**src/rtl/mrs_ram.sv**
```systemverilog
// generic single-write, single-read ram with registered read data
// no dependencies
module mrs_ram #(
   parameter int WIDTH = 8,
   parameter int DEPTH = 256
) (
   input  logic                     clock,
   input  logic                     wr_en,
   input  logic [$clog2(DEPTH)-1:0] wr_addr,
   input  logic [WIDTH-1:0]         wr_data,
   input  logic                     rd_en,
   input  logic [$clog2(DEPTH)-1:0] rd_addr,
   output logic [WIDTH-1:0]         rd_data
);

   logic [WIDTH-1:0] mem [DEPTH];

   always_ff @(posedge clock) begin
      if (wr_en) begin
         mem[wr_addr] <= wr_data;
      end
      if (rd_en) begin
         rd_data <= mem[rd_addr];
      end
   end

endmodule

```
**config.mk**
```make
export PLATFORM = sky130hd
export DESIGN_NAME = mrs_ram
export DESIGN_NICKNAME = d
export VERILOG_FILES = /design/src/rtl/mrs_ram.sv
export SDC_FILE = /design/constraint.sdc
export NUM_CORES = 2
export LEC_CHECK = 0
export ABC_AREA = 1
export BUFFER_PORTS_ARGS = -buffer_cell sky130_fd_sc_hd__buf_2
export CAP_MARGIN = 20
export CORE_MARGIN = 3
export CORE_UTILIZATION = 44
export DETAILED_ROUTE_END_ITERATION = 12
export GPL_ROUTABILITY_DRIVEN = 0
export RECOVER_POWER = 25
export SYNTH_ARGS = -nofsm -noshare
export SYNTH_HDL_FRONTEND = slang
export SYNTH_SLANG_ARGS = --single-unit
```
**constraint.sdc**
```tcl
create_clock -name clock -period 3.4 [get_ports clock]
set_input_delay 0.17 -clock clock [delete_from_list [all_inputs] [get_ports clock]]
set_output_delay 0.17 -clock clock [all_outputs]
set_load 0.01 [all_outputs]
```
### Yosys cells after proc, flatten, opt, wreduce, memory -nomap -nowiden

Memory sizes are Yosys's and may differ from the RTL's. A register that Yosys moved wholly into a read port is not among the register bits.
Index checks and enable logic that the tools add are counted.
W data, S select, Z words.

* memories: 1
* input port bits: 27
* word-level logic and storage cells: 3
* RAM bits: 2048
* output and inout bits: 8
* flip-flop bits (word level): 0

* mux-type cells: 2

Memory list
* mem: depth 256, width 8, rd ports 1, clocked after memory_dff 1, write ports 1, line 16 `logic [WIDTH-1:0] mem [DEPTH];`

Operators by type and width (count)
* $mux W1: 2

### Longest topological paths before layout

* depth in word-level cells: 2
* mapped depth: 15
* depth with buffers taken out: 11

### Worst setup path before layout

Ideal clock, no wire load.

* kind: input -> register
* start point: input port wr_en
* end point: memory mem[162][0], enable pin
* data arrival time: 1.291 ns
* cell stages on the path: 4
* setup time: 0.370 ns
* slack: 1.739 ns
* data required time: 3.030 ns
* buffers on the path: 2
* cell sequence: clkbuf_1 nand3_1 clkbuf_1 nor2_1

* cells in the longest elaborated chain, start to end: 2

RTL lines
* start: declaration: line 8 `input logic wr_en,`
* $mux W1: line 19 `if (wr_en) begin`
* $mux W1 (implied by the code): line 20 `mem[wr_addr] <= wr_data;`
* end: declaration: line 16

Every way passes these cells.

### Worst setup path in the final report

* start point: input port wr_data[7]
* end point: memory mem[118][7], data pin

RTL lines
* start: declaration: line 10 `input logic [WIDTH-1:0] wr_data,`

Straight into the memory's write port.

==> results.cfg <==
[grt]
grt_pass1_vias = 52515
antenna_found_initial = 12
grt.overflow.total = 0
grt.total_usage_pct = 23.9
grt_pass1_wl_um = 347000
grt_max_degree = 147

[clock_network]
cts_tree = built
clk_pin_slew_ns = 0.06
cts_root_buf = clkbuf_16
cts_resized = 0
insertion_delay_ns = 0.86
clock_sinks = 2056
max-clock-path-buffers = 3
htreeDepth = 4
numCtsBuffers = 207

[power]
p_per_area_nw_per_um2 = 560
leakage_nw = 32.9
vdd_drop_max_uv = 445

[timing]
rsz0062_at_grt = no
fmax_mhz = 400
skew_ns = 0.0459
setup_viol_count_final = 0
finalMaxSlewViolations = 452
hold_viol = 0
post-route-period-util_pct = 73.6
worst_pin_slew_ns = 2.43
min_period_ns = 2.50
fin_tns_setup_ns = 0
relSlewSlack_pct = -61.8

[critical_path]
crit_start = wr_data[7]
critical_path_buf_inv_count = 3
crit_family = buffers and inverters
required_ns = 3.97
end_kind = register
worstPathMaxFanout = 96
critPathMaxStageDelay_ns = 1.61
arrival_ns = 3.07
crit_chain = dlygate4sd3_1 -> clkbuf_2 -> buf_4
path_class = in2reg
cp_slowest_cell = clkbuf_2
r2r-start = mem[129][2]
critPathLaunchType = input pin

[layout]
fin_nets = 7177
regArea_um2 = 61700
design_area_um2 = 94400
layout-drive-gt1-share_pct = 8.77
fillCellCount = 16335
multi_input_area_um2 = 19200
areaGrowthSynthToFinish_pct = 13.0

[floorplan]
io_pins = 35
die-area_um2 = 195000
start_util_pct = 44.4
die_x_um = 442
fp.coreArea_um2 = 188000
die_y_um = 442
rows = 159

[synthesis]
synthAdderAreaFrac_pct = 0
synth_compound_area_share_pct = 0
synthMuxAreaShare_pct = 0
synth_top_cell_by_area = edfxtp_1
synth_top_family_by_area = simple AND/OR/NAND/NOR gates
syn_inst = 7003
ys_seq_area_share_pct = 74.0
yosys.area_share.simple_pct = 22.9
synth_top_area_share_pct = 74.0
ys_warn_count = 0
ys_types = 13
ys_ff_latch = 2056
synth_xor_xnor_area_share_pct = 0
netlist_area_um2 = 83500
syn-num-nets = 7030
synthTopCellsByArea = edfxtp_1, nand3_1, nand2_1, buf_2, nor2_1
syn-mean-instance-area_um2 = 11.9

[placement]
placed_area_um2 = 88100
dp_hpwl_um = 138000
io_buffers = 34

[worst_hold_path]
hp-start = rd_addr[5]
hold_class = in2reg

[detailed_routing]
vias = 55093
drc = 0
antenna_left = 0
drtIter0Drc = 6756
dr.pass1.iters = 6
avgRoutedWirePerCell_um = 23.9
drt_wl_total_um = 235000
viasPerCell = 5.62

[job]
maxCapViolCount = 6

[outcome]
violations = max-capacitance violations, max-slew violations
status = finished with violations
[cells in the final DEF (no fill, tap or decap)]
master,instances
inv_4,1
inv_2,1
clkbuf_2,5
clkbuf_1,95
clkinv_8,2
inv_6,2
buf_6,1
clkinv_16,9
bufinv_16,8
buf_8,7
clkinvlp_4,3
diode_2,5
edfxtp_1,2056
inv_16,2
nand3_1,2019
inv_8,3
buf_16,1
buf_4,268
dlygate4sd3_1,10
clkinv_2,29
clkinv_4,3
inv_1,34
clkbuf_16,209
clkinv_1,55
buf_2,20
nand2_1,2115
buf_12,59
nand2_2,8
nor2_1,283
[worst reg2reg max path, cell delays in order (launching register included)]
cell	delay, ns
edfxtp_1	0.35
nand2_1	0.08
nand3_1	0.08
nand3_1	0.14
nand3_1	0.11
nand3_1	0.22
nand3_1	0.22
nand3_1	0.41
nand2_1	0.10
nand2_1	0.10
nand2_1	0.05
[synthesized netlist by cell type (all sizes together)]
cell,n
nand2,2123
buf,371
edfxtp,2056
inv,39
nand3,2019
clkbuf,112
nor2,283
[sequential cells by signal, indices dropped and copies added (netlist names)]
register	cells
mem	2048
rd_data	8
[power breakdown]
| part | leakage (nW) | switching (mW) | internal (mW) |
|---|---|---|---|
| clock network | 3.10 | 9.64 | 11.9 |
| registers | 18.5 | 0.0319 | 28.0 |
| logic | 11.3 | 2.47 | 0.829 |
| total | 32.9 | 12.1 | 40.7 |
[timing repair]
action,4_1_cts,5_1_grt
hold endpoints to repair,685,0
hold buffers,10,0
buffers inserted,0,0
[kinds of logic (layout without fill, tap and decap cells)]
| logic type | Yosys count | count (layout) |
|---|---|---|
| AND/OR/NAND/NOR | 4425 | 4425 |
| flip-flops | 2056 | 2056 |
| buffers and inverters | 522 | 827 |
| other | 0 | 5 |
[layer usage]
| metal | global-route usage, % | wire length (um) | share of wire [%] |
|---|---|---|---|
| met5 | 0 | 9 | 0.0038 |
| met4 | 9.61 | 9400 | 4.0 |
| met3 | 3.61 | 18200 | 7.8 |
| met2 | 38.2 | 111000 | 47 |
| met1 | 32.9 | 95900 | 41 |
[path summary, 6_finish.rpt]
kind | endpoint | slack [ns] | depth (start not counted)
worst min-delay path | rd_data[0] | 0.07 | 7
worst max register to register | rd_data[2] | 1.30 | 10
worst max-delay path | mem[118][7] | 0.90 | 3
worst min register to register | rd_data[6] | 1.04 | 10
[through the flow]
stage	hold slack, ns	util, %	worst slack (ns)	power (mW)	cells
4_1_cts	0.0379	50.3	1.33	53.1	9802
3_5_place_dp	0.636	46.8	0.415	31.8	9425
6_report	0.0657	50.1	0.899	52.8	9808
2_1_floorplan	0.269	-	1.74	30.2	7003
3_3_place_gp	0.635	46.8	0.401	31.8	9424
5_1_grt	0.0862	50.1	0.693	54.4	9807
[final cells by class]
cell class	instances	share of cell area, %
Antenna cell	5	0.0133
Clock buffer	254	5.72
Clock inverter	113	1.05
Inverter	39	0.191
Multi-Input combinational cell	4425	20.3
Sequential cell	2056	65.4
Tap cell	2495	3.31
Timing Repair Buffer	421	3.97
No activity file was read; power rests on OpenSTA's default activity.
