### src/rtl/mrs_pkg.sv
// shared types, constants and crc function for the modbus rtu slave engine
// no dependencies
package mrs_pkg;

   localparam int BANK_DEPTH_DEF  = 128;
   localparam int FRAME_BYTES_DEF = 256;
   localparam int MAX_READ_DEF    = 29;
   localparam int FRAME_LEN_W     = 9;
   localparam int QUEUE_DEPTH     = 2;
   localparam int MW_DATA_START   = 7;
   localparam int MIN_FRAME       = 8;
   localparam int HDR_BYTES       = 6;

   localparam logic [7:0]  FC_READ_COILS    = 8'h01;
   localparam logic [7:0]  FC_READ_DISCRETE = 8'h02;
   localparam logic [7:0]  FC_READ_HOLDING  = 8'h03;
   localparam logic [7:0]  FC_READ_INPUT    = 8'h04;
   localparam logic [7:0]  FC_WRITE_COIL    = 8'h05;
   localparam logic [7:0]  FC_WRITE_REG     = 8'h06;
   localparam logic [7:0]  FC_WRITE_COILS   = 8'h0F;
   localparam logic [7:0]  FC_WRITE_REGS    = 8'h10;

   localparam logic        ACT_BYTE = 1'b0;
   localparam logic        ACT_LOAD = 1'b1;

   localparam logic [15:0] CRC_INIT    = 16'hFFFF;
   localparam logic [15:0] CRC_POLY    = 16'hA001;
   localparam logic [15:0] DISC_ON     = 16'hFF00;
   localparam logic [15:0] DISC_OFF    = 16'h0000;
   localparam logic [15:0] GAP_RESET   = 16'd1000;
   localparam logic [7:0]  ADDR_RESET  = 8'd1;
   localparam logic [15:0] REG_BAUD    = 16'd1;
   localparam logic [15:0] REG_GAP     = 16'd2;
   localparam logic [15:0] BAUD_MIN    = 16'd1;
   localparam logic [15:0] BAUD_MAX    = 16'd4;

   typedef struct packed {
      logic       action;
      logic [7:0] data_byte;
      logic       frame_end;
      logic [7:0] input_bits;
   } req_item_type;

   typedef struct packed {
      logic [7:0]  tx_byte;
      logic        last_byte;
      logic [7:0]  coil_image;
      logic [2:0]  baud_select;
      logic [15:0] gap_interval;
   } rsp_item_type;

   typedef struct packed {
      logic                   is_load;
      logic [7:0]             bits;
      logic [FRAME_LEN_W-1:0] n;
      logic [7:0]             fc;
      logic [15:0]            addr;
      logic [15:0]            len;
   } job_type;

   typedef struct packed {
      logic clearing;
      logic frame_done;
   } back_status_type;

   function automatic logic [15:0] crc_next(input logic [15:0] crc, input logic [7:0] b);
      logic [15:0] c;
      c = crc ^ {8'h00, b};
      for (int i = 0; i < 8; i++) begin
         c = c[0] ? ((c >> 1) ^ CRC_POLY) : (c >> 1);
      end
      return c;
   endfunction

endpackage

### src/rtl/mrs_fifo.sv
// short job queue between front and back ends
// depends on mrs_pkg
module mrs_fifo (
   input  logic             clock,
   input  logic             reset,
   input  logic             push,
   input  mrs_pkg::job_type push_data,
   output logic             full,
   input  logic             pop,
   output logic             empty,
   output mrs_pkg::job_type pop_data
);
   import mrs_pkg::*;

   localparam int PW = (QUEUE_DEPTH > 1) ? $clog2(QUEUE_DEPTH) : 1;
   localparam int CW = $clog2(QUEUE_DEPTH + 1);

   job_type         slot_ff [QUEUE_DEPTH];
   logic [PW-1:0]   wp_ff, wp_in, rp_ff, rp_in;
   logic [CW-1:0]   cnt_ff, cnt_in;

   assign full     = cnt_ff == CW'(QUEUE_DEPTH);
   assign empty    = cnt_ff == '0;
   assign pop_data = slot_ff[rp_ff];

   always_comb begin
      wp_in  = wp_ff;
      rp_in  = rp_ff;
      cnt_in = cnt_ff;
      if (push) begin
         wp_in = (wp_ff == PW'(QUEUE_DEPTH - 1)) ? '0 : wp_ff + PW'(1);
      end
      if (pop) begin
         rp_in = (rp_ff == PW'(QUEUE_DEPTH - 1)) ? '0 : rp_ff + PW'(1);
      end
      if (push && !pop) begin
         cnt_in = cnt_ff + CW'(1);
      end else if (pop && !push) begin
         cnt_in = cnt_ff - CW'(1);
      end
   end

   always_ff @(posedge clock) begin
      if (reset) begin
         wp_ff  <= '0;
         rp_ff  <= '0;
         cnt_ff <= '0;
      end else begin
         wp_ff  <= wp_in;
         rp_ff  <= rp_in;
         cnt_ff <= cnt_in;
      end
      if (push) begin
         slot_ff[wp_ff] <= push_data;
      end
   end

endmodule

### config.mk
export PLATFORM = sky130hd
export DESIGN_NAME = mrs_fifo
export DESIGN_NICKNAME = d
export VERILOG_FILES = /design/src/rtl/mrs_pkg.sv /design/src/rtl/mrs_fifo.sv
export SDC_FILE = /design/constraint.sdc
export NUM_CORES = 1
export LEC_CHECK = 0
export BUFFER_PORTS_ARGS = -buffer_cell sky130_fd_sc_hd__buf_2
export CAP_MARGIN = 10
export CELL_PAD_IN_SITES_DETAIL_PLACEMENT = 0
export CELL_PAD_IN_SITES_GLOBAL_PLACEMENT = 1
export CORE_ASPECT_RATIO = 1.2
export CORE_MARGIN = 4
export CORE_UTILIZATION = 35
export CTS_BUF_LIST = sky130_fd_sc_hd__clkbuf_8
export CTS_CLUSTER_DIAMETER = 50
export CTS_CLUSTER_SIZE = 16
export DETAILED_ROUTE_END_ITERATION = 8
export GPL_TIMING_DRIVEN = 1
export PLACE_DENSITY = 0.69
export SKIP_CTS_REPAIR_TIMING = 1
export SLEW_MARGIN = 30
export SYNTH_ARGS = -nofsm -noshare
export SYNTH_HDL_FRONTEND = slang
export SYNTH_SLANG_ARGS = --single-unit
### constraint.sdc
create_clock -name clock -period 5.4 [get_ports clock]
set_input_delay 1.08 -clock clock [delete_from_list [all_inputs] [get_ports clock]]
set_output_delay 1.08 -clock clock [all_outputs]
set_load 0.01 [all_outputs]
* Word-level counts from Yosys, hierarchy flattened *
Memories as Yosys holds them, arrays and structs flattened. A register that Yosys moved wholly into a read port is not among the register bits.
Cells that the tools add are included.
W data, S select, Z words.

word-level totals
  output and inout port bits = 60
  bits in read-only memories = 0
  bits in latches = 0
  register bits = 4
  memory bits (writable) = 116
  memories kept = 1
  bits of input ports = 62
  word-level logic and storage cells = 23

memories
  name     words  width  rd ports  clocked after memory_dff  write ports  RTL line        source
  slot_ff  2      58     1         1                         1            mrs_fifo.sv:18  job_type slot_ff [QUEUE_DEPTH];

operators by class
  multiply operators = 0
  bitwise logic cells = 0
  $add $sub $neg = 4
  eq/ne operators = 1
  shift-type cells = 0
  reduce and logical (&&, ||, !) cells = 6
  mux-type cells = 8
  divide/modulo/power cells = 0
  magnitude comparators = 0

operator list
  operator               count
  $mux W1                6
  $mux W2                2
  $add A1 B1 Y1 const B  2
  $add A2 B1 Y2 const B  1
  $eq A2 B2 Y1 const B   1
  $logic_and A1 B1 Y1    2
  $logic_not A1 Y1       2
  $logic_not A2 Y1       1
  $reduce_bool A2 Y1     1
  $sub A2 B1 Y2 const B  1

* Depth between registers and ports, before layout *
  depth in word-level cells = 4
  mapped depth = 5
  mapped depth without buffers = 5

* Worst setup path after synthesis *
Ideal clock, no wire load.

  path type = input to register
  start point = in push
  end point = mem slot_ff[0][0] (netlist name), enable pin
  path slack = 1.281 ns
  buffers on the path = 0
  stages = 1
  arrival time = 3.638 ns
  cell sequence = nor2b_1

on the way
  longest elaborated chain between the ends = 2

ends and longest elaborated chain
  what                           RTL line        source
  start, declared                mrs_fifo.sv:6   input logic push,
  $mux W1                        mrs_fifo.sv:53  if (push) begin
  $mux W1 (not written as such)  mrs_fifo.sv:54  slot_ff[wp_ff] <= push_data;
  end, declared                  mrs_fifo.sv:18

No other way between the ends.

==> metrics.md <==
| Metric | Value |
|---|---|
| DRC Markers | 0 |
| Vias in the first global route | 2408 |
| Antenna viol nets, final | 0 |
| Worst relative slew slack | 40.0% |
| Seq. cell area | 3590 sq um |
| Count of input and output buffers | around 120 |
| Number of hold violations in the final report | 0 |
| WL per Instance | 15.4 microns |
| Iter 0 DRT Violations | 64 |
| CP Capture Type | output port |
| Post-Synth XOR/XNOR Area | 0.785% |
| Core area | 12300 sq um |
| Gate power share | 10.6% |
| Worst R2R Path Depth | 3 |
| Kind of critical path | flop to output port |
| Area of the multi-input gates | 842 sq um |
| CTS H-tree depth | 4 |
| Clock Power Share | 35.1% |
| Flop pwr share | a little over half |
| Ant. Diodes | 0 |
| Crit Path Max Fanout | 58 |
| Reg2reg start | wp_ff |
| Nets | 402 |
| Initial Util | between 30% and 40% |
| Die area | roughly 15000 sq um |
| DRT Pass-1 Iters | 4 |
| Area delta synth->final | 26.3% |
| Period minus WS final | 3.05 ns |
| Largest net degree at the start of global routing | 59 |
| CTS Root Cell | clkbuf_8 |
| Global-route wire length before repair | 12.4 mm |
| FMAX | 328 MHz |
| Top_reg_cell synth | edfxtp_1 |
| Post-Synth Simple-Gate Area | 1.04% |
| Crit path to | pop_data[42] |
| Fill cell count | 1091 |
| Main combinational cell family by area after synthesis | multiplexers |
| Post-synthesis compound-gate area fraction | 0.224% |
| Psw | 469 uW |
| Worst-margin pin slew | 0.899 ns |
| Max-cap violation count | 0 |
| Status | complete, no violations |
| Final slew viol count | 0 |
| CTS tree | done |
| # IOs | roughly 120 |
| Peak VDD IR | between 0.15 and 0.2 mV |
| Cell Area, Synth | 4460 sq um |
| YS warnings | 0 |
| PwrDens | 368 nW/um^2 |
| Number of synthesized flops with an enable pin | 116 |
| Worst-path clk slew | 0.07 ns |
| Initial antenna violation count | 1 |
| Setup TNS | 0 ns |
| Sequential-to-total area share from yosys stat | 80.3% |
| HP Class | flop to flop |
| Site Rows | 44 |
| Sw frac | between 20% and 30% |
| Reg2reg end | slot_ff[0][8] |
| Die outline width | 111 microns |
| Portion of netlist area occupied by mux cells | 16.3% |
| P_int | 1.61 mW |
| Final setup skew | 0.00731 ns |
| Total CTS buffers | 17 |
| Vias per cell | 4.37 |
| Fraction of synthesis flops using an asynchronous set or reset pin | 0% |
| Leakage | 2.18 nW |
| Grt total ovfl | 0 |
| Synthesis-stage register bit count | 121 |
| Final worst-path setup slack | ~2.4 ns |
| Final Total Pwr | 2.07 mW |
| Die Y-Extent | 132 microns |
| Syn Nets | 265 |
| DP HPWL | 5.13 mm |
| Setup WS pre-CTS | 2.53 ns |
| Gr usage total | 11.1% |
| Adder-Cell Fraction of Synth Area | 0.280% |
| Share of post-route cells with drive strength above 1 | 60.2% |
| Final setup fails | 0 |
| WL final | 7.92 mm |
| Syn Inst Count | 202 |
| Part of the cycle the worst path needs | 56.5% |
| Worst EP arrival | 1.97 ns |
| Final Wtd Congestion | 0.700 |
| Worst skew pair latency | between 0.4 and 0.5 ns |
| Routed vias | 2242 |
| Worst EP required | 4.32 ns |
| RSZ-0062 raised after global routing | no |
| R2r setup slk | 3.63 ns |
| Syn avg cell area | 22.1 sq um |
| Yosys cell types | 18 |
| Startpoint Class | flop |
| Clock tree buffer depth | 2 |
| CTS Sinks | 121 |
## layout make-up
type	instances	area share [%]
sequential	121	63.6
multi-input combinational	74	14.9
timing repair buffer	124	11.5
clock buffer	17	4.15
tap	161	3.57
clock inverter	15	2.13
inverter	1	0.0666
## through the flow
stage               util (%)  std cells  cell area, sq um  hold WS [ns]
finish                  45.9        513              5640         0.511
global route            45.9        513              5640         0.549
CTS                     45.9        513              5640         0.511
detailed placement      43.0        481              5280         0.500
global placement        42.8        480              5250         0.480
floorplan                  -        202              4460         0.461
## cell usage in the layout (no fill, tap or decap)
cell type   count
dfxtp_4         1
xor2_1          2
xnor2_1         2
or3_1           1
nor2b_4         1
dfxtp_1         4
bufinv_16       2
buf_2         121
inv_1           5
ha_1            1
mux2_4         20
buf_4           2
nor2_1          5
buf_16          1
a21oi_1         1
o21ai_0         1
mux2_2         38
clkbuf_8       17
clkinv_1        2
clkinvlp_4      1
clkinv_2        6
and2b_2         1
edfxtp_1      116
and2_4          1
## metal layers
metal | track usage, % | up-vias | wire length, microns
met2 | 17.9 | 81 | 3930
li1 | - | 1069 | -
met4 | 5.27 | 2 | 140
met1 | 12.7 | 1077 | 3270
met5 | 0 | - | 7
met3 | 4.92 | 13 | 565
## kinds of logic after synthesis
kind of cell	Yosys count
mux	58
fa+ha+maj	1
xor+xnor	4
simple gates	9
flops	121
buf+inv	7
compound gates	2
## critical path, cell delays in order (launching register included)
cell and delay, ns:
dfxtp_4 0.94, mux2_2 0.43, buf_2 0.14
## state kept, by name, summed over array words and instances, names as in the netlist, named ones only
name	flops
wp_ff	1
rp_ff	1
cnt_ff	2
slot_ff	116
## synthesized netlist by cell type (2+ instances only)
library cell,n,area (sq um)
mux2_4,20,300
xnor2_1,2,17.5
edfxtp_1,116,3480
xor2_1,2,17.5
nor2_1,5,18.8
buf_2,3,15.0
buf_6,2,22.5
mux2_2,38,428
dfxtp_1,5,100
## worst min path at each step
stage                     startpoint         to  slack, ns  cells after the start
after floorplan            cnt_ff[1]  cnt_ff[1]       0.46                      2
after global placement     cnt_ff[1]  cnt_ff[1]       0.48                      2
after detailed placement   cnt_ff[1]  cnt_ff[1]       0.50                      2
after CTS                  cnt_ff[1]  cnt_ff[1]       0.51                      2
after global routing       cnt_ff[1]  cnt_ff[1]       0.55                      2
final                      cnt_ff[1]  cnt_ff[1]       0.51                      2
## power by group through the flow
stage               Combinational [mW]  Clock, mW  Sequential (mW)
floorplan                        0.144          0             1.13
global placement                 0.218          0             1.15
detailed placement               0.226          0             1.15
CTS                              0.227      0.752             1.13
global route                     0.241      0.802             1.13
finish                           0.220      0.728             1.13
Note: power is estimated with default switching activity, not from simulation.
