`src/rtl/mrs_pkg.sv`:
```
// shared types, constants and crc function for the modbus rtu slave engine
// no dependencies
package mrs_pkg;

   localparam int BANK_DEPTH_DEF  = 128;
   localparam int FRAME_BYTES_DEF = 256;
   localparam int MAX_READ_DEF    = 29;
   localparam int FRAME_LEN_W     = 9;
   localparam int QUEUE_DEPTH     = 2;
   localparam int MW_DATA_START   = 7;
   localparam int MIN_FRAME       = 8;
   localparam int HDR_BYTES       = 6;

   localparam logic [7:0]  FC_READ_COILS    = 8'h01;
   localparam logic [7:0]  FC_READ_DISCRETE = 8'h02;
   localparam logic [7:0]  FC_READ_HOLDING  = 8'h03;
   localparam logic [7:0]  FC_READ_INPUT    = 8'h04;
   localparam logic [7:0]  FC_WRITE_COIL    = 8'h05;
   localparam logic [7:0]  FC_WRITE_REG     = 8'h06;
   localparam logic [7:0]  FC_WRITE_COILS   = 8'h0F;
   localparam logic [7:0]  FC_WRITE_REGS    = 8'h10;

   localparam logic        ACT_BYTE = 1'b0;
   localparam logic        ACT_LOAD = 1'b1;

   localparam logic [15:0] CRC_INIT    = 16'hFFFF;
   localparam logic [15:0] CRC_POLY    = 16'hA001;
   localparam logic [15:0] DISC_ON     = 16'hFF00;
   localparam logic [15:0] DISC_OFF    = 16'h0000;
   localparam logic [15:0] GAP_RESET   = 16'd1000;
   localparam logic [7:0]  ADDR_RESET  = 8'd1;
   localparam logic [15:0] REG_BAUD    = 16'd1;
   localparam logic [15:0] REG_GAP     = 16'd2;
   localparam logic [15:0] BAUD_MIN    = 16'd1;
   localparam logic [15:0] BAUD_MAX    = 16'd4;

   typedef struct packed {
      logic       action;
      logic [7:0] data_byte;
      logic       frame_end;
      logic [7:0] input_bits;
   } req_item_type;

   typedef struct packed {
      logic [7:0]  tx_byte;
      logic        last_byte;
      logic [7:0]  coil_image;
      logic [2:0]  baud_select;
      logic [15:0] gap_interval;
   } rsp_item_type;

   typedef struct packed {
      logic                   is_load;
      logic [7:0]             bits;
      logic [FRAME_LEN_W-1:0] n;
      logic [7:0]             fc;
      logic [15:0]            addr;
      logic [15:0]            len;
   } job_type;

   typedef struct packed {
      logic clearing;
      logic frame_done;
   } back_status_type;

   function automatic logic [15:0] crc_next(input logic [15:0] crc, input logic [7:0] b);
      logic [15:0] c;
      c = crc ^ {8'h00, b};
      for (int i = 0; i < 8; i++) begin
         c = c[0] ? ((c >> 1) ^ CRC_POLY) : (c >> 1);
      end
      return c;
   endfunction

endpackage

```
`src/rtl/mrs_front.sv`:
```
// front end: takes items, stores frame bytes, tracks crc and header, queues jobs
// depends on mrs_pkg
module mrs_front #(
   parameter int FRAME_BYTES = mrs_pkg::FRAME_BYTES_DEF
) (
   input  logic                          clock,
   input  logic                          reset,
   input  logic                          req_valid,
   output logic                          req_stall,
   input  mrs_pkg::req_item_type         req_item,
   input  logic [7:0]                    dev_addr,
   input  mrs_pkg::back_status_type      status,
   input  logic                          q_full,
   output logic                          q_push,
   output mrs_pkg::job_type              q_data,
   output logic                          fr_wr_en,
   output logic [$clog2(FRAME_BYTES)-1:0] fr_wr_addr,
   output logic [7:0]                    fr_wr_data
);
   import mrs_pkg::*;

   localparam int FW = $clog2(FRAME_BYTES);

   logic [FRAME_LEN_W-1:0] len_ff, len_in;
   logic                   ovf_ff, ovf_in;
   logic [15:0]            crc_cur_ff, crc_cur_in;
   logic [15:0]            crc_p1_ff, crc_p1_in;
   logic [7:0]             last_ff, last_in;
   logic [7:0]             hdr_ff [HDR_BYTES];
   logic                   pend_ff, pend_in;
   logic                   accept, room, frame_ok;
   logic [FRAME_LEN_W-1:0] n_val;

   assign req_stall = status.clearing | q_full | pend_ff;
   assign accept    = req_valid & ~req_stall;
   assign room      = len_ff < FRAME_LEN_W'(FRAME_BYTES);
   assign n_val     = len_ff + FRAME_LEN_W'(1);

   assign fr_wr_en   = accept & (req_item.action == ACT_BYTE) & room;
   assign fr_wr_addr = len_ff[FW-1:0];
   assign fr_wr_data = req_item.data_byte;

   always_comb begin
      frame_ok = room & ~ovf_ff & (len_ff >= FRAME_LEN_W'(MIN_FRAME - 1))
               & (crc_p1_ff == {last_ff, req_item.data_byte})
               & (hdr_ff[0] == dev_addr) & (dev_addr != 8'd0);
      q_data         = '0;
      q_data.is_load = (req_item.action == ACT_LOAD);
      q_data.bits    = req_item.input_bits;
      q_data.n       = n_val;
      q_data.fc      = hdr_ff[1];
      q_data.addr    = {hdr_ff[2], hdr_ff[3]};
      q_data.len     = {hdr_ff[4], hdr_ff[5]};
      q_push = accept & ((req_item.action == ACT_LOAD) | (req_item.frame_end & frame_ok));

      len_in     = len_ff;
      ovf_in     = ovf_ff;
      crc_cur_in = crc_cur_ff;
      crc_p1_in  = crc_p1_ff;
      last_in    = last_ff;
      pend_in    = pend_ff & ~status.frame_done;
      if (accept && req_item.action == ACT_BYTE) begin
         if (room) begin
            len_in     = n_val;
            crc_p1_in  = crc_cur_ff;
            crc_cur_in = crc_next(crc_cur_ff, req_item.data_byte);
            last_in    = req_item.data_byte;
         end else begin
            ovf_in = 1'b1;
         end
         if (req_item.frame_end) begin
            len_in     = '0;
            ovf_in     = 1'b0;
            crc_cur_in = CRC_INIT;
            crc_p1_in  = CRC_INIT;
            if (frame_ok) begin
               pend_in = 1'b1;
            end
         end
      end
   end

   always_ff @(posedge clock) begin
      if (reset) begin
         len_ff     <= '0;
         ovf_ff     <= 1'b0;
         crc_cur_ff <= CRC_INIT;
         crc_p1_ff  <= CRC_INIT;
         pend_ff    <= 1'b0;
      end else begin
         len_ff     <= len_in;
         ovf_ff     <= ovf_in;
         crc_cur_ff <= crc_cur_in;
         crc_p1_ff  <= crc_p1_in;
         pend_ff    <= pend_in;
      end
      last_ff <= last_in;
      if (fr_wr_en && len_ff < FRAME_LEN_W'(HDR_BYTES)) begin
         hdr_ff[len_ff[2:0]] <= req_item.data_byte;
      end
   end

endmodule

```
`config.mk`:
```
export PLATFORM = sky130hd
export DESIGN_NAME = mrs_front
export DESIGN_NICKNAME = d
export VERILOG_FILES = /design/src/rtl/mrs_pkg.sv /design/src/rtl/mrs_front.sv
export SDC_FILE = /design/constraint.sdc
export NUM_CORES = 1
export LEC_CHECK = 0
export ABC_AREA = 1
export BUFFER_PORTS_ARGS = -buffer_cell sky130_fd_sc_hd__buf_4
export CAP_MARGIN = 25
export CORE_ASPECT_RATIO = 1.2
export CORE_UTILIZATION = 42
export DETAILED_ROUTE_END_ITERATION = 10
export HOLD_SLACK_MARGIN = 0.15
export PLACE_DENSITY_LB_ADDON = 0.15
export SKIP_LAST_GASP = 1
export SYNTH_ARGS = -nofsm -noshare
export SYNTH_HDL_FRONTEND = slang
export SYNTH_SLANG_ARGS = --single-unit
```
`constraint.sdc`:
```
create_clock -name clock -period 2.32 [get_ports clock]
set_input_delay 0.116 -clock clock [delete_from_list [all_inputs] [get_ports clock]]
set_output_delay 0.116 -clock clock [all_outputs]
set_load 0.02 [all_outputs]
```
---- After elaboration in Yosys (flattened, before gate mapping) ----
Memories as Yosys holds them, arrays and structs flattened.
Cells that the tools add are included.
Widths: inputs -> output; s select.
word-level totals
  bits in registers ....................... 51
  bits in latches ......................... 0
  memory bits (writable) .................. 48
  ROM bits ................................ 0
  input port bits ......................... 32
  output and inout port bits .............. 77
  word-level logic and storage cells ...... 69
  memories kept ........................... 1
cells by class
  $add $sub $neg .......................... 1
  multipliers ............................. 0
  divide/modulo/power cells ............... 0
  magnitude comparators ................... 3
  equal/unequal tests ..................... 3
  shift-type cells ........................ 0
  multiplexer cells ....................... 21
  bitwise operators ....................... 27
  reduce and logical (&&, ||, !) cells .... 7
memory list
  memory  depth  width  read ports  clocked after Yosys merged registers in  write ports  line             source
  hdr_ff  6      8      6           0                                        1            mrs_front.sv:29  logic [7:0] hdr_ff [HDR_BYTES];
operator list
  operator             number
  $mux 16              12
  $not 2->3            8
  $mux 9               2
  $eq 16x16->1         1
  $xor 16x8->16        1
  $and 1x1->1          11
  $add 9x1->9 const B  1
  $ge 9x3->1 const B   1
  $lt 9x3->1 const B   1
  $lt 9x9->1 const B   1
  $eq 8x8->1           1
  $reduce_bool 8->1    1
  $mux 1               7
  $reduce_and 2->1     3
  $not 1->1            4
  $or 1x1->1           3
  $logic_and 1x1->1    2
  $ne 2x2->1 const B   1
  $reduce_bool 2->1    1

---- Depth between registers and ports, before layout ----
Gate-level depths: netlist of the first run.
  depth in word-level cells ............... 19
  mapped depth ............................ 14
  mapped depth without buffers ............ 14

---- Worst setup path before layout of the first run ----
Ideal clock, no wire load.
  kind .................................... reg-to-reg
  from .................................... reg pend_ff
  to ...................................... mem hdr_ff[4][0], enable pin
  library setup time ...................... 383 ps
  data arrival time ....................... 1816 ps
  data required time ...................... 1937 ps
  slack ................................... 121 ps
  cell stages (with the launch flop) ...... 8
  path buffers ............................ 0
  clock period less this slack ............ 2199 ps
  cell sequence ........................... dfxtp_1 inv_2 nand4_2 nor2_4 nand2_2 clkinv_1 nand4_1 nor3_1
on the way
  longest elaborated chain between the ends .. 8
ends and longest elaborated chain
  item                          line             source
  start, declared               mrs_front.sv:30  logic pend_ff, pend_in;
  start signal, assigned        mrs_front.sv:95  pend_ff <= pend_in;
  $or 1x1->1                    mrs_front.sv:34  assign req_stall = status.clearing | q_full | pend_ff;
  $not 1->1                     mrs_front.sv:35  assign accept = req_valid & ~req_stall;
  $and 1x1->1                   mrs_front.sv:35
  $and 1x1->1 (2 in a row)      mrs_front.sv:39  assign fr_wr_en = accept & (req_item.action == ACT_BYTE) & room;
  via fr_wr_en                  mrs_front.sv:16  output logic fr_wr_en,
  $logic_and 1x1->1             mrs_front.sv:98  if (fr_wr_en && len_ff < FRAME_LEN_W'(HDR_BYTES)) begin
  $mux 1                        mrs_front.sv:98
  $mux 1 (not written as such)  mrs_front.sv:99  hdr_ff[len_ff[2:0]] <= req_item.data_byte;
  end, declared                 mrs_front.sv:29
The timed path passes the listed nets, and every way through them passes these cells.

==> results of run 1 <==
## cells by family (layout without fill, tap and decap cells)
logic type / Yosys count / after routing / share of synthesized area, %
DFF: 94 / 94 / 57.7
and+or+nand+nor: 177 / 177 / 18.9
xor gates and xnor gates: 20 / 20 / 4.14
buffers and inverters: 93 / 189 / 10.8
adders and majority gates: 1 / 1 / 0.295
AOI/OAI and AO/OA: 55 / 55 / 8.19
## area by class of cell
type	instances	share of cell area, %
Clock buffer	12	4.52
Clock inverter	4	0.448
Inverter	59	4.17
Multi-Input combinational cell	253	25.3
Sequential cell	94	46.0
Tap cell	123	2.90
Timing Repair Buffer	114	16.7
## per-layer routing
metal	vias to the layer above	track usage (%)
met5	-	0
met4	0	5.64
met3	8	3.83
met2	108	33.8
met1	1501	25.7
li1	1630	-
## cells in the final DEF (no fill, tap or decap), types with 4 or more instances in the layout
cell type | Yosys | layout
o21ai_0 | 14 | 14
buf_4 | 27 | 102
dlygate4sd3_1 | 0 | 12
nor2_1 | 15 | 15
dfxtp_1 | 38 | 37
nand2_2 | 7 | 7
o22ai_1 | 4 | 4
inv_1 | 54 | 54
nand3_1 | 16 | 16
a21oi_1 | 17 | 17
nor3_1 | 9 | 8
inv_2 | 4 | 4
o221ai_1 | 11 | 11
xor2_1 | 9 | 9
nand4_1 | 9 | 9
xnor2_1 | 11 | 11
edfxtp_1 | 56 | 56
clkbuf_16 | 0 | 9
nand2_1 | 109 | 109
o211ai_1 | 5 | 5
## power by group
group | total [uW] | switching (uW) | internal (uW)
sequential | 1810 | 15.6 | 1790
clock | 1320 | 586 | 735
combinational | 327 | 203 | 124
## critical path, delay by kind of cell (launching register included)
kind | cells | cell delay (ps)
flops | 1 | 320
compound gates | 1 | 190
buf+inv | 2 | 330
simple gates | 8 | 910
## sequential cells by signal, summed over array words and instances, names as in the netlist
register    cells
ovf_ff          1
pend_ff         1
crc_p1_ff      11
crc_cur_ff     16
len_ff          9
hdr_ff         48
last_ff         8
## through the flow
| stage | instance area, um2 | hold slack (ps) |
|---|---|---|
| finish | 5310 | 232 |
| global route | 5310 | 232 |
| CTS | 5300 | 232 |
| detailed placement | 4920 | 232 |
| global placement | 4920 | 232 |
| floorplan | 4230 | 215 |
## repair_timing
item | CTS | global route
endpoints found under the setup margin | 0 | 2
resized for setup | 0 | 2
hold endpoints to repair | 69 | 0
buffers inserted | 0 | 0
hold buffers | 12 | 0
## worst max-delay path by stage
stage / endpoint / cells past startpoint / start
after floorplan: hdr_ff[4][0]$_DFFE_PP_ / 7 / pend_ff$_SDFF_PP0_
after global placement: q_data[48] / 7 / len_ff[1]$_SDFFE_PP0P_
after detailed placement: hdr_ff[1][6]$_DFFE_PP_ / 8 / pend_ff$_SDFF_PP0_
after CTS: q_push / 11 / req_item[13]
after global routing: q_push / 11 / crc_cur_ff[3]$_SDFFE_PP1P_
final: q_push / 11 / crc_cur_ff[3]$_SDFFE_PP1P_
## cell usage after synthesis (2+ instances only)
library cell / n
nand2_1: 109
edfxtp_1: 56
inv_1: 54
dfxtp_1: 38
buf_4: 27
a21oi_1: 17
nand3_1: 16
nor2_1: 15
o21ai_0: 14
o221ai_1: 11
xnor2_1: 11
nand4_1: 9
nor3_1: 9
xor2_1: 9
nand2_2: 7
o211ai_1: 5
buf_2: 4
inv_2: 4
o22ai_1: 4
clkbuf_1: 3
nand3b_1: 2
nor2_4: 2
nor4_1: 2
or2_2: 2
==> results.md, run 1 <==
- Status: finished, final reports clean
- Met3 WL: 517 um
- First-pass GRT wire length: 15.7 mm
- Worst slew pin tran: 497 ps
- Peak VDD IR: 403 uV
- DRT met1 WL: 4.36 mm
- Worst Path Required: 2200 ps
- Rel. slew slack: 66.6%
- Clk_lat worst skew: 330 ps
- Largest cells by area after synthesis: edfxtp_1 (40%), dfxtp_1 (18%), nand2_1 (9.7%)
- RePlAce Congestion: 0.828
- Syn. warnings: 0
- Worst Setup Slack, final: 150 ps
- Arr. time, crit path: 2050 ps
- Core area: 9660 um2
- Sink Count: 94
- Final Max Tran Viols: 0
- Final Core Density: 55.0%
- Highest Signal Layer: met4
- Power density cells: 651 nW/um2
- Initial antenna violation count: 0
- Crit Path Class: reg2out
- Minimum clock period: 2170 ps
- Multi-input gate area: 1340 um2
- Initial DRC count: 176
- CTS Buffer Depth: 2
- Leakage: 0.00241 uW
- Fin. Hold Viols: 0
- Synth cell types: 34
- Routed wl met2: 5.07 mm
- Area share of the largest cell type after synthesis: 39.7%
- CP max stage cell: dfxtp_1
- Crit end category: output port
- Antenna viol nets, final: 0
- Number of global-route vias before repair: 3101
- Total Wirelength: 10.0 mm
- Final setup fails: 0
- Max_cap viols: 0
- Post-DP HPWL: 7.03 mm
- CTS root buf: clkbuf_16
- Number of flops mapped to enable cells by yosys: 56
- Wire per inst: 15.2 um
- PortBufs: 92
- I/O Pins: 109
- Total track usage: 19.9%
- Inst Count DP: 631
- Inserted Clock Buffers: 9
- CP Launch Type: register
- Site Rows: 39
- Fillers: 877
- DR vias: 3247
- Worst r2r src: pend_ff$_SDFF_PP0_
- Fmax: 0.461 GHz
- Unrepaired setup endpoints after global routing: no
- Synth Instances: 440
- Worst-case reg-to-reg path depth: 8
- Fin nets: 564
- DRC Markers: 0
- Worst-path clk slew: 60 ps
- Worst path cell trace: inv_1 > or2_2 > nand2_1 > nor2_1 > nand3_1 > nor2_1 > nand2_1 > nor2_1 > nand3_1 > a21oi_1 > buf_4
- Synth-to-Final Area Change: 25.4%
- Post-route clock period utilization: 93.5%
- Syn avg cell area: 9.62 um2
- Worst reg-to-reg setup slack: 460 ps
- Combined area of all synthesized cells: 4230 um2
- H-tree levels: 3
- Async SR Flop Fraction: 0%
- Die width: 93.7 um
- Main synth FF type: edfxtp_1
- Net count after synthesis: 473
- Crit path largest cell delay: 320 ps
- Full die area: 10500 um2
- Area leader, netlist: edfxtp_1
- Pre-antenna DRT Iters: 4
- FF+latch count, synth: 94
- GR Overflow Total: 0
- Total Power: 3460 uW
- Starting Density: 43.8%
- Antenna diodes: 0
- Via density: 4.93
- Final Skew: 9.29 ps
- FF+latch area: 2440 um2
- CP dominant cell by count: nor2_1
- Hold path depth: 0
- Fin Setup TNS: 0 ps
- Post-Layout Cell Count: 659
- Worst R2R End: hdr_ff[1][3]$_DFFE_PP_
- Crit-path max FO: 6
- HP Start: req_item[6]
- Share of post-route cells with drive strength above 1: 25.9%
- Die H: 112 um
- CTS tree: done
- Hold endpoint: q_data[55]
- Worst hold path class: in2out
- Largest net degree at the start of global routing: 24
- Register area share after synthesis: 57.7%
- DP Worst Slack: 450 ps
(Power assumes the default switching activity.)
==> inputs of run 2 (changes only) <==
MAX_ROUTING_LAYER = met4   (was unset)
==> results.md, run 2 (synthesis gave the netlist of run 1 again) <==
- Post-route clock period utilization: 92.3%
- Number of global-route vias before repair: 3100
- Pre-antenna DRT Iters: 4
- Synth-to-Final Area Change: 25.4%
- I/O Pins: 109
- Fin Setup TNS: 0 ps
- H-tree levels: 3
- Most frequent cells in the layout: nand2_1 (109), buf_4 (102), edfxtp_1 (56), inv_1 (54), dfxtp_1 (37)
- CTS root buf: clkbuf_16
- Worst Setup Slack, final: 179 ps
- Leakage: 0.00241 uW
- CP max stage cell: dfxtp_1
- Crit-path max FO: 10
- Die H: 112 um
- Rel. slew slack: 66.9%
- Crit path largest cell delay: 560 ps
- DR vias: 3284
- Fin. Hold Viols: 0
- Unrepaired setup endpoints after global routing: no
- Peak VDD IR: 401 uV
- Fin nets: 564
- Worst reg-to-reg setup slack: 470 ps
- DRC Markers: 0
- Status: finished, final reports clean
- Worst setup path start: len_ff[2]$_SDFFE_PP0P_
- Sink Count: 94
- Fmax: 0.467 GHz
- Arr. time, crit path: 2030 ps
- Number of flip-flops in the largest register: 48
- Worst-case reg-to-reg path depth: 8
- Final setup fails: 0
- Post-DP HPWL: 7.03 mm
- Max_cap viols: 0
- Site Rows: 39
- Worst slew pin tran: 493 ps
- DP Worst Slack: 450 ps
- Crit Path Class: reg2out
- Antenna viol nets, final: 0
- Initial DRC count: 174
- Total Wirelength: 10.0 mm
- CTS tree: done
- Worst hold path class: in2out
- Commonest non-fill, non-tap cell in the layout: nand2_1
- Setup Fix Bufs, Post-CTS: 0
- CP Launch Type: register
- Inserted Clock Buffers: 9
- GR Overflow Total: 0
- Fillers: 877
- Final Max Tran Viols: 0
- Wire per inst: 15.2 um
- Initial antenna violation count: 0
- Full die area: 10500 um2
- PortBufs: 92
- Worst-path clk slew: 60 ps
- Power density cells: 651 nW/um2
- RePlAce Congestion: 0.841
- Die width: 93.7 um
- Minimum clock period: 2140 ps
- Antenna diodes: 0
- Worst Setup EP: q_push
- First-pass GRT wire length: 15.7 mm
- Largest net degree at the start of global routing: 24
- Core area: 9660 um2
- Starting Density: 43.8%
- CTS Buffer Depth: 2
- HP Start: req_item[6]
- Worst R2R End: hdr_ff[1][3]$_DFFE_PP_
- Worst path cell trace: nand2_2 > nor2_4 > nand3b_1 > nand4_1 > nor2_1 > nand3_1 > a21oi_1 > buf_4
- Worst Path Required: 2200 ps
- Crit end category: output port
- Clk_lat worst skew: 340 ps
- Worst r2r src: pend_ff$_SDFF_PP0_
- Final Skew: 9.07 ps
- Total track usage: 20.5%
- Via density: 4.98
- Share of post-route cells with drive strength above 1: 25.9%
## run 2: cell counts in the layout (fill, tap and decap cells not counted)
Identical to the previous run, type by type.
## run 2: how the worst min path moves through the flow
stage,slack (ps),cells after the start,end
2_1_floorplan,210,0,hdr_ff[0][0]$_DFFE_PP_
3_3_place_gp,230,0,q_data[54]
3_5_place_dp,230,0,q_data[54]
4_1_cts,230,0,q_data[54]
5_1_grt,230,0,q_data[54]
6_report,230,0,q_data[55]
## run 2: power breakdown
part | internal [uW] | leakage, uW | switching, uW
Clock | 735 | 0.000134 | 586
Sequential | 1790 | 0.000814 | 15.6
Combinational | 124 | 0.00146 | 203
Total | 2650 | 0.00241 | 805
## run 2: per-stage QoR
| step | util, % | instances | hold WS (ps) | total power (uW) | area (um2) |
|---|---|---|---|---|---|
| 2_1_floorplan | - | 440 | 215 | 2050 | 4230 |
| 3_3_place_gp | 50.9 | 631 | 232 | 2150 | 4920 |
| 3_5_place_dp | 50.9 | 631 | 232 | 2150 | 4920 |
| 4_1_cts | 54.9 | 659 | 232 | 3470 | 5300 |
| 5_1_grt | 55.0 | 659 | 232 | 3590 | 5310 |
| 6_report | 55.0 | 659 | 232 | 3460 | 5310 |
## run 2: worst max-delay path: cells and delay by family, from the launching register on
kind                   cells  cell delay, ps
flip-flops                 1             560
AO/OA/AOI/OAI              1             190
buffers and inverters      1             180
AND/OR/NAND/NOR            6             770
## run 2: final cells by class
type | count | area, um2 | area share [%]
clock inverters | 4 | 23.8 | 0.448
multi-input cells | 253 | 1340 | 25.3
repair buffers | 114 | 886 | 16.7
inverters | 59 | 221 | 4.17
clock buffers | 12 | 240 | 4.52
flip-flops and latches | 94 | 2440 | 46.0
well taps | 123 | 154 | 2.90
## run 2: per-layer routing
layer  up-vias  part of all wire, %  track usage, %
met4         0                  1.4            6.26
met1      1529                   43            25.8
met2       114                   50            33.8
met3        13                  6.0            3.42
met5         -                    0               -
li1       1628                    -               -
## run 2: timing repair
item,CTS,global route
gates resized for setup,0,2
hold buffers,12,0
setup endpoints to repair,0,2
hold endpoints to repair,69,0
